### src/rtl/iqas_pkg.sv
// ----------------------------------------------------------------------------
// iqas_pkg: shared types and constants for the issue queue age select block
// Beat layouts for both channels, operation codes, the entry layout held in
// the entry memory, and the default queue depth.
// ----------------------------------------------------------------------------
package iqas_pkg;

    // Default number of queue slots.
    localparam int QUEUE_DEPTH_DEF = 16;

    // Field widths fixed by the beat layouts.
    localparam int FUNC_W    = 2;
    localparam int SLOT_W    = 4;
    localparam int UNIT_W    = 3;
    localparam int AGE_W     = 16;
    localparam int PAYLOAD_W = 64;

    // Saturation value of an entry age.
    localparam logic [AGE_W-1:0] AGE_MAX = {AGE_W{1'b1}};

    // Both source operands valid.
    localparam logic [1:0] READY_BOTH = 2'b11;

    // Operation codes.
    localparam logic [FUNC_W-1:0] FUNC_FIND    = 2'd0;
    localparam logic [FUNC_W-1:0] FUNC_WRITE   = 2'd1;
    localparam logic [FUNC_W-1:0] FUNC_SELECT  = 2'd2;
    localparam logic [FUNC_W-1:0] FUNC_RELEASE = 2'd3;

    // Input beat.
    typedef struct packed {
        logic [FUNC_W-1:0]    func;
        logic [SLOT_W-1:0]    slot;
        logic [UNIT_W-1:0]    unit;
        logic                 src1_ready;
        logic                 src2_ready;
        logic [AGE_W-1:0]     start_age;
        logic [PAYLOAD_W-1:0] payload;
    } iqas_in_t;

    // Result beat.
    typedef struct packed {
        logic                 found;
        logic [SLOT_W-1:0]    result_slot;
        logic [PAYLOAD_W-1:0] result_payload;
    } iqas_out_t;

    // Entry fields that are read and written back during a select.
    typedef struct packed {
        logic [UNIT_W-1:0] unit;
        logic [1:0]        ready;
        logic [AGE_W-1:0]  age;
    } iqas_meta_t;

endpackage

### src/rtl/issue_queue_age_select.sv
// ----------------------------------------------------------------------------
// issue_queue_age_select: issue queue with oldest-ready selection
// Find-free, write, select and release on a queue of QUEUE_DEPTH slots.
// Entry fields live in two RAMs; allocation bits are flip-flops.
//
//   Channel  Dir  Ports                      Beat
//   s_       in   s_valid, s_ready, s_data   iqas_in_t: one operation
//   m_       out  m_valid, m_ready, m_data   iqas_out_t: one result
//
// Write and release pass from acceptance through the response state to the result register.
// Find scans the allocation bits one slot per cycle and stops at the lowest free slot.
// Select walks the entry RAM one slot per cycle with read, age and write
// back, then reads the winning payload.
// Reset clears the allocation bits and control state; the RAMs need none.
// A new beat is taken once the result sits in the output register, even
// while m_ready is low; a full output register stalls only the next result.
// ----------------------------------------------------------------------------
module issue_queue_age_select
    import iqas_pkg::*;
#(
    parameter int QUEUE_DEPTH = QUEUE_DEPTH_DEF
) (
    input  logic      aclk,
    input  logic      aresetn,
    input  logic      s_valid,
    output logic      s_ready,
    input  iqas_in_t  s_data,
    output logic      m_valid,
    input  logic      m_ready,
    output iqas_out_t m_data
);

    localparam int IDX_W = $clog2(QUEUE_DEPTH);
    localparam int CNT_W = $clog2(QUEUE_DEPTH + 1);
    localparam logic [CNT_W-1:0] CNT_END  = CNT_W'(QUEUE_DEPTH);
    localparam logic [CNT_W-1:0] CNT_LAST = CNT_W'(QUEUE_DEPTH - 1);

    localparam logic [1:0] ST_IDLE = 2'd0;
    localparam logic [1:0] ST_SCAN = 2'd1;
    localparam logic [1:0] ST_RESP = 2'd2;

    logic [1:0]             state_reg, state_next;
    logic [FUNC_W-1:0]      op_reg, op_next;
    logic [UNIT_W-1:0]      unit_reg, unit_next;
    logic [CNT_W-1:0]       rd_idx_reg, rd_idx_next;
    logic                   chk_vld_reg, chk_vld_next;
    logic [IDX_W-1:0]       chk_idx_reg, chk_idx_next;
    logic                   hit_reg, hit_next;
    logic [IDX_W-1:0]       best_idx_reg, best_idx_next;
    logic [AGE_W-1:0]       best_age_reg, best_age_next;
    logic                   res_found_reg, res_found_next;
    logic [IDX_W-1:0]       res_slot_reg, res_slot_next;
    logic                   res_pay_reg, res_pay_next;
    logic [QUEUE_DEPTH-1:0] alloc_reg, alloc_next;
    logic                   m_valid_reg, m_valid_next;
    iqas_out_t              m_data_reg, m_data_next;

    logic                   s_accept;
    logic                   slot_ok;
    logic [IDX_W-1:0]       slot_addr;
    logic [IDX_W-1:0]       scan_idx;
    logic [AGE_W-1:0]       aged;

    logic                   meta_we, meta_re;
    logic [IDX_W-1:0]       meta_waddr, meta_raddr;
    iqas_meta_t             meta_wdata, meta_rdata;
    logic                   pay_we, pay_re;
    logic [IDX_W-1:0]       pay_raddr;
    logic [PAYLOAD_W-1:0]   pay_rdata;

    // Entry unit, ready bits and age.
    iqas_ram #(
        .WIDTH ($bits(iqas_meta_t)),
        .DEPTH (QUEUE_DEPTH)
    ) u_meta_ram (
        .aclk  (aclk),
        .we    (meta_we),
        .waddr (meta_waddr),
        .wdata (meta_wdata),
        .re    (meta_re),
        .raddr (meta_raddr),
        .rdata (meta_rdata)
    );

    // Entry payload.
    iqas_ram #(
        .WIDTH (PAYLOAD_W),
        .DEPTH (QUEUE_DEPTH)
    ) u_pay_ram (
        .aclk  (aclk),
        .we    (pay_we),
        .waddr (slot_addr),
        .wdata (s_data.payload),
        .re    (pay_re),
        .raddr (pay_raddr),
        .rdata (pay_rdata)
    );

    assign s_ready   = (state_reg == ST_IDLE);
    assign s_accept  = s_valid && s_ready;
    assign slot_ok   = (32'(s_data.slot) < 32'(QUEUE_DEPTH));
    assign slot_addr = IDX_W'(s_data.slot);
    assign scan_idx  = rd_idx_reg[IDX_W-1:0];

    // Saturating age increment of the entry under check.
    assign aged = (meta_rdata.age == AGE_MAX) ? AGE_MAX : AGE_W'(meta_rdata.age + 1'b1);

    // Operation sequencer, scan datapath and result register.
    always_comb begin
        state_next     = state_reg;
        op_next        = op_reg;
        unit_next      = unit_reg;
        rd_idx_next    = rd_idx_reg;
        chk_vld_next   = 1'b0;
        chk_idx_next   = chk_idx_reg;
        hit_next       = hit_reg;
        best_idx_next  = best_idx_reg;
        best_age_next  = best_age_reg;
        res_found_next = res_found_reg;
        res_slot_next  = res_slot_reg;
        res_pay_next   = res_pay_reg;
        alloc_next     = alloc_reg;
        m_valid_next   = m_valid_reg && !m_ready;
        m_data_next    = m_data_reg;

        meta_we    = 1'b0;
        meta_waddr = slot_addr;
        meta_wdata = '{unit: s_data.unit, ready: {s_data.src2_ready, s_data.src1_ready},
                       age: s_data.start_age};
        meta_re    = 1'b0;
        meta_raddr = scan_idx;
        pay_we     = 1'b0;
        pay_re     = 1'b0;
        pay_raddr  = best_idx_reg;

        case (state_reg)
            ST_IDLE: begin
                if (s_accept) begin
                    op_next        = s_data.func;
                    unit_next      = s_data.unit;
                    rd_idx_next    = '0;
                    hit_next       = 1'b0;
                    best_idx_next  = '0;
                    best_age_next  = '0;
                    res_found_next = 1'b0;
                    res_slot_next  = '0;
                    res_pay_next   = 1'b0;
                    case (s_data.func)
                        FUNC_FIND, FUNC_SELECT: begin
                            state_next = ST_SCAN;
                        end
                        FUNC_WRITE: begin
                            if (slot_ok) begin
                                alloc_next[slot_addr] = 1'b1;
                                meta_we               = 1'b1;
                                pay_we                = 1'b1;
                            end
                            state_next = ST_RESP;
                        end
                        FUNC_RELEASE: begin
                            if (slot_ok) begin
                                alloc_next[slot_addr] = 1'b0;
                            end
                            state_next = ST_RESP;
                        end
                        default: begin
                            state_next = ST_RESP;
                        end
                    endcase
                end
            end

            ST_SCAN: begin
                if (op_reg == FUNC_FIND) begin
                    // Lowest free slot, one allocation bit per cycle.
                    if (!alloc_reg[scan_idx]) begin
                        res_found_next = 1'b1;
                        res_slot_next  = scan_idx;
                        state_next     = ST_RESP;
                    end else if (rd_idx_reg == CNT_LAST) begin
                        state_next = ST_RESP;
                    end else begin
                        rd_idx_next = rd_idx_reg + 1'b1;
                    end
                end else begin
                    // Read stage: fetch the next entry.
                    if (rd_idx_reg != CNT_END) begin
                        meta_re      = 1'b1;
                        chk_vld_next = 1'b1;
                        chk_idx_next = scan_idx;
                        rd_idx_next  = rd_idx_reg + 1'b1;
                    end
                    // Check stage: age the entry, write it back, track the oldest ready.
                    if (chk_vld_reg && alloc_reg[chk_idx_reg] && (meta_rdata.unit == unit_reg)) begin
                        meta_we    = 1'b1;
                        meta_waddr = chk_idx_reg;
                        meta_wdata = '{unit: meta_rdata.unit, ready: meta_rdata.ready, age: aged};
                        if ((meta_rdata.ready == READY_BOTH) && (!hit_reg || (aged > best_age_reg))) begin
                            hit_next      = 1'b1;
                            best_idx_next = chk_idx_reg;
                            best_age_next = aged;
                        end
                    end
                    // Scan done: fetch the winning payload.
                    if ((rd_idx_reg == CNT_END) && !chk_vld_reg) begin
                        pay_re         = hit_reg;
                        res_found_next = hit_reg;
                        res_slot_next  = best_idx_reg;
                        res_pay_next   = hit_reg;
                        state_next     = ST_RESP;
                    end
                end
            end

            ST_RESP: begin
                if (!m_valid_reg || m_ready) begin
                    m_valid_next               = 1'b1;
                    m_data_next.found          = res_found_reg;
                    m_data_next.result_slot    = SLOT_W'(res_slot_reg);
                    m_data_next.result_payload = res_pay_reg ? pay_rdata : '0;
                    state_next                 = ST_IDLE;
                end
            end

            default: begin
                state_next = ST_IDLE;
            end
        endcase
    end

    // Control state.
    always_ff @(posedge aclk) begin
        if (!aresetn) begin
            state_reg   <= ST_IDLE;
            chk_vld_reg <= 1'b0;
            alloc_reg   <= '0;
            m_valid_reg <= 1'b0;
        end else begin
            state_reg   <= state_next;
            chk_vld_reg <= chk_vld_next;
            alloc_reg   <= alloc_next;
            m_valid_reg <= m_valid_next;
        end
    end

    // Operation context, scan datapath and result data.
    always_ff @(posedge aclk) begin
        op_reg        <= op_next;
        unit_reg      <= unit_next;
        rd_idx_reg    <= rd_idx_next;
        chk_idx_reg   <= chk_idx_next;
        hit_reg       <= hit_next;
        best_idx_reg  <= best_idx_next;
        best_age_reg  <= best_age_next;
        res_found_reg <= res_found_next;
        res_slot_reg  <= res_slot_next;
        res_pay_reg   <= res_pay_next;
        m_data_reg    <= m_data_next;
    end

    assign m_valid = m_valid_reg;
    assign m_data  = m_data_reg;

`ifndef SYNTHESIS
    // A write-back never lands on the entry being read in the same cycle.
    assert property (@(posedge aclk) disable iff (!aresetn)
        (meta_we && meta_re) |-> (meta_waddr != meta_raddr))
        else $error("entry RAM read and write hit the same slot");

    // The check stage always trails the read stage by exactly one slot.
    assert property (@(posedge aclk) disable iff (!aresetn)
        chk_vld_reg |-> ((CNT_W'(chk_idx_reg) + CNT_W'(1)) == rd_idx_reg))
        else $error("scan check stage out of step with read stage");

    // A found free slot really is free while its result is pending.
    assert property (@(posedge aclk) disable iff (!aresetn)
        ((state_reg == ST_RESP) && (op_reg == FUNC_FIND) && res_found_reg)
            |-> !alloc_reg[res_slot_reg])
        else $error("find returned an allocated slot");
`endif

endmodule

### src/rtl/iqas_ram.sv
// ----------------------------------------------------------------------------
// iqas_ram: generic simple dual-port RAM
// One write port and one read port; the read data is registered and holds
// its value in cycles without a read.
// ----------------------------------------------------------------------------
module iqas_ram #(
    parameter int WIDTH = 8,
    parameter int DEPTH = 16
) (
    input  logic                     aclk,
    input  logic                     we,
    input  logic [$clog2(DEPTH)-1:0] waddr,
    input  logic [WIDTH-1:0]         wdata,
    input  logic                     re,
    input  logic [$clog2(DEPTH)-1:0] raddr,
    output logic [WIDTH-1:0]         rdata
);

    logic [WIDTH-1:0] mem_reg [DEPTH];
    logic [WIDTH-1:0] rdata_reg;

    // Write port.
    always_ff @(posedge aclk) begin
        if (we) begin
            mem_reg[waddr] <= wdata;
        end
    end

    // Registered read port.
    always_ff @(posedge aclk) begin
        if (re) begin
            rdata_reg <= mem_reg[raddr];
        end
    end

    assign rdata = rdata_reg;

endmodule

### config.mk
export PLATFORM = sky130hd
export DESIGN_NAME = issue_queue_age_select
export DESIGN_NICKNAME = d
export VERILOG_FILES = /design/src/rtl/iqas_pkg.sv /design/src/rtl/issue_queue_age_select.sv /design/src/rtl/iqas_ram.sv
export SDC_FILE = /design/constraint.sdc
export NUM_CORES = 1
export LEC_CHECK = 0
export BUFFER_PORTS_ARGS = -buffer_cell sky130_fd_sc_hd__buf_4
export CORE_ASPECT_RATIO = 0.7
export CORE_MARGIN = 2
export CORE_UTILIZATION = 55
export DETAILED_ROUTE_END_ITERATION = 8
export PLACE_DENSITY = 0.78
export SKIP_LAST_GASP = 1
export SLEW_MARGIN = 20
export SYNTH_ARGS = -nofsm -noshare
export SYNTH_HDL_FRONTEND = slang
export SYNTH_SLANG_ARGS = --single-unit
export TNS_END_PERCENT = 50
### constraint.sdc
create_clock -name aclk -period 6 [get_ports aclk]
set_input_delay 0 -clock aclk [delete_from_list [all_inputs] [get_ports aclk]]
set_output_delay 0 -clock aclk [all_outputs]
set_load 0.01 [all_outputs]
==> results.sh <==
export IMPL_critPathLaunchType="flip-flop"
export IMPL_routed_wl_um=139000
export IMPL_vias=28900
export IMPL_cp_startpoint="state_reg[0]$_SDFFE_PN0P_"
export IMPL_firstDrtPassIters=5
export IMPL_synth_compound_area_share_pct=1.07
export IMPL_cts_setup_buffers=0
export IMPL_rows=101
export IMPL_fillCellCount=6761
export IMPL_cts_hold_buf=100
export IMPL_worstPathArrival_ns=4.65
export IMPL_io_buffers=165
export IMPL_gp_congestion=0.830
export IMPL_fin_nets=3027
export IMPL_crit_path_end="u_meta_ram.mem_reg[3][14]$_DFFE_PP_"
export IMPL_die_h_um=281
export IMPL_synth_fa_ha_area_share_pct=0.416
export IMPL_routedWlPerCell_um=31.2
export IMPL_areaGrowthSynthToFinish_pct=14.7
export IMPL_dp_hpwl_um=70100
export IMPL_yosys_most_used_dff="edfxtp_1"
export IMPL_post_cts_resized=0
export IMPL_grt_pass1_vias=30100
export IMPL_period_needed_ns=4.22
export IMPL_cts_max_level=4
export IMPL_overflow=0
export IMPL_avgSynthCellArea_um2=23.5
export IMPL_timing_rr_start="state_reg[0]$_SDFFE_PN0P_"
export IMPL_yosys_warnings=0
export IMPL_slew_violations=0
export IMPL_ys_ff_latch=1575
export IMPL_fmax_mhz=237
export IMPL_die_w_um=399
export IMPL_synth_top_family_by_area="multiplexers"
export IMPL_cts_made_buffers=144
export IMPL_timing_rr_end="u_meta_ram.mem_reg[3][14]$_DFFE_PP_"
export IMPL_fin_util_pct=63.7
export IMPL_reg2reg_depth=6
export IMPL_fin_skew_ns=0.0378
export IMPL_grt_max_degree=167
export IMPL_io_pins=166
export IMPL_seq_area_frac_synth_pct=78.2
export IMPL_drc_errors=0
export IMPL_power_density_mw_per_mm2=327
export IMPL_grt_util_all_layers_pct=25.3
export IMPL_r2r_setup_slack_ns=1.78
export IMPL_core_area_mm2=0.108
export IMPL_slew_headroom_pct=25.4
export IMPL_largest_reg_flops=1024
export IMPL_worstSetupEndpointType="flip-flop"
export IMPL_clock_latency_ns=0.78
export IMPL_clockBufferDepth=3
export IMPL_synth_xor_area_share_pct=0.233
export IMPL_async_flop_share_pct=0
export IMPL_yosysTopAreaCell="edfxtp_1"
export IMPL_total_power_mw=22.6
export IMPL_report_final_hold_viol_count=0
export IMPL_final_common_cell="edfxtp_1"
export IMPL_synthesis_nets=2680
export IMPL_maxCapViolCount=0
export IMPL_final_setup_viol_count=0
export IMPL_status="completed"
export IMPL_synth_edf_count=1555
export IMPL_path_class="reg -> reg"
export IMPL_synth_top_area_share_pct=77.6
export IMPL_muxShareOfSynthArea_pct=16.8
export IMPL_preCtsSetupSlack_ns=1.88
export IMPL_worstMarginPinSlew_ns=1.12
export IMPL_worst_ir_drop_vdd_mv=0.255
export IMPL_synthTopCellsByArea="edfxtp_1 (78%), mux4_2 (16%), and2_1 (0.78%)"
export IMPL_via_per_inst=6.47
export IMPL_dieArea_mm2=0.112
export IMPL_grt_pass1_wl_um=204000
export IMPL_grt_setup_unrepaired="no"
export IMPL_synth_area_mm2=0.0602
export IMPL_p_leak_nw=21.9
export IMPL_clk_pin_slew_worst_paths_ns=0.06
export IMPL_ant_nets=0
export IMPL_first_iter_violations=3753
export IMPL_fin_crit_sh_pct=70.4
export IMPL_final_cell_mix="edfxtp_1 (1555), mux4_2 (428), buf_4 (223)"
export IMPL_start_util_pct=55.5
export IMPL_cts_sinks=1575
export IMPL_root_buffer="clkbuf_16"
export IMPL_hp_class="in -> reg"
export IMPL_path_max_fanout=26
export IMPL_syn_instance_count=2565
export IMPL_fin_setup_tns_ns=0
export IMPL_tritoncts="done"
export IMPL_ys_types=50
export IMPL_antenna_found_initial=3
export IMPL_layout_drive_gt1_share_pct=30.3
export IMPL_required_ns=6.43
export IMPL_finalWorstSetupSlack_ns=1.78
export IMPL_yosys_area_share_simple_pct=2.10
[how the worst min path moves through the flow]
stage               depth (start not counted)                                  end  slack (ns)       start
floorplan                                   0                  op_reg[0]$_DFFE_PP_         0.1  s_data[89]
global placement                            1                unit_reg[1]$_DFFE_PP_        0.22  s_data[83]
detailed placement                          1                unit_reg[0]$_DFFE_PP_        0.22  s_data[82]
CTS                                         2   u_pay_ram.mem_reg[7][61]$_DFFE_PP_       0.002  s_data[61]
global route                                2  u_pay_ram.mem_reg[15][31]$_DFFE_PP_        0.06  s_data[31]
finish                                      2  u_pay_ram.mem_reg[12][57]$_DFFE_PP_        0.06  s_data[57]
[stage by stage]
stage,cell area [µm²],hold WS (ns),cells
after global routing,69100,0.0573,4461
after floorplan,60200,0.0989,2565
after global placement,63600,0.220,4107
after CTS,69100,0.00227,4460
after detailed placement,63600,0.217,4107
final,69100,0.0645,4462
[cell usage after synthesis, types with 10 or more instances]
library cell	instances
edfxtp_1	1555
mux4_2	428
clkbuf_1	79
and2_1	75
nand2_1	40
nor2_1	35
buf_2	34
inv_1	34
a21oi_1	26
dfxtp_1	20
ha_1	20
nand3_1	18
buf_1	13
mux2_4	13
o31ai_1	12
xnor2_1	12
mux2i_1	11
nand2b_1	11
nor3_1	10
o21ai_0	10
o21bai_1	10
[power by group]
group | leakage, nW | switching, mW | internal [mW] | total (mW)
Sequential | 14.2 | 0.0516 | 12.2 | 12.3
Clock | 2.14 | 4.03 | 4.74 | 8.77
Combinational | 5.51 | 0.830 | 0.733 | 1.56
Total | 21.9 | 4.91 | 17.7 | 22.6
[worst max-delay path, cell delays in order, from the launching register on]
cell      delay, ns
dfxtp_1        0.49
nand2b_1       0.60
inv_1          0.71
nand4_4        0.71
buf_4          0.50
o31ai_4        0.48
buf_4          0.37
[layout make-up]
class | instances | area [µm²] | share of cell area, %
Tap cell | 1442 | 1800 | 2.61
Clock buffer | 184 | 3800 | 5.50
Clock inverter | 69 | 643 | 0.931
Inverter | 34 | 131 | 0.190
Multi-Input combinational cell | 824 | 12700 | 18.4
Timing Repair Buffer | 333 | 2870 | 4.15
Sequential cell | 1575 | 47100 | 68.2
Antenna cell | 1 | 2.50 | 0.00362
[layer usage]
| metal | up-vias | wire length (µm) | track usage [%] | part of all wire (%) |
|---|---|---|---|---|
| met1 | 15300 | 53600 | 35.8 | 39 |
| met5 | - | 21 | 0 | 0.015 |
| li1 | 11500 | - | - | - |
| met2 | 1794 | 69400 | 41.0 | 50 |
| met4 | 4 | 3500 | 7.67 | 2.5 |
| met3 | 237 | 12700 | 4.60 | 9.1 |
[cell families after synthesis]
logic type / Yosys count
flip-flops: 1575
multiplexers: 462
AND/OR/NAND/NOR: 232
buffers and inverters: 166
AO/OA/AOI/OAI: 94
adder cells (fa/ha/maj): 20
XOR/XNOR: 16
Power figures use the tool's default switching activity.
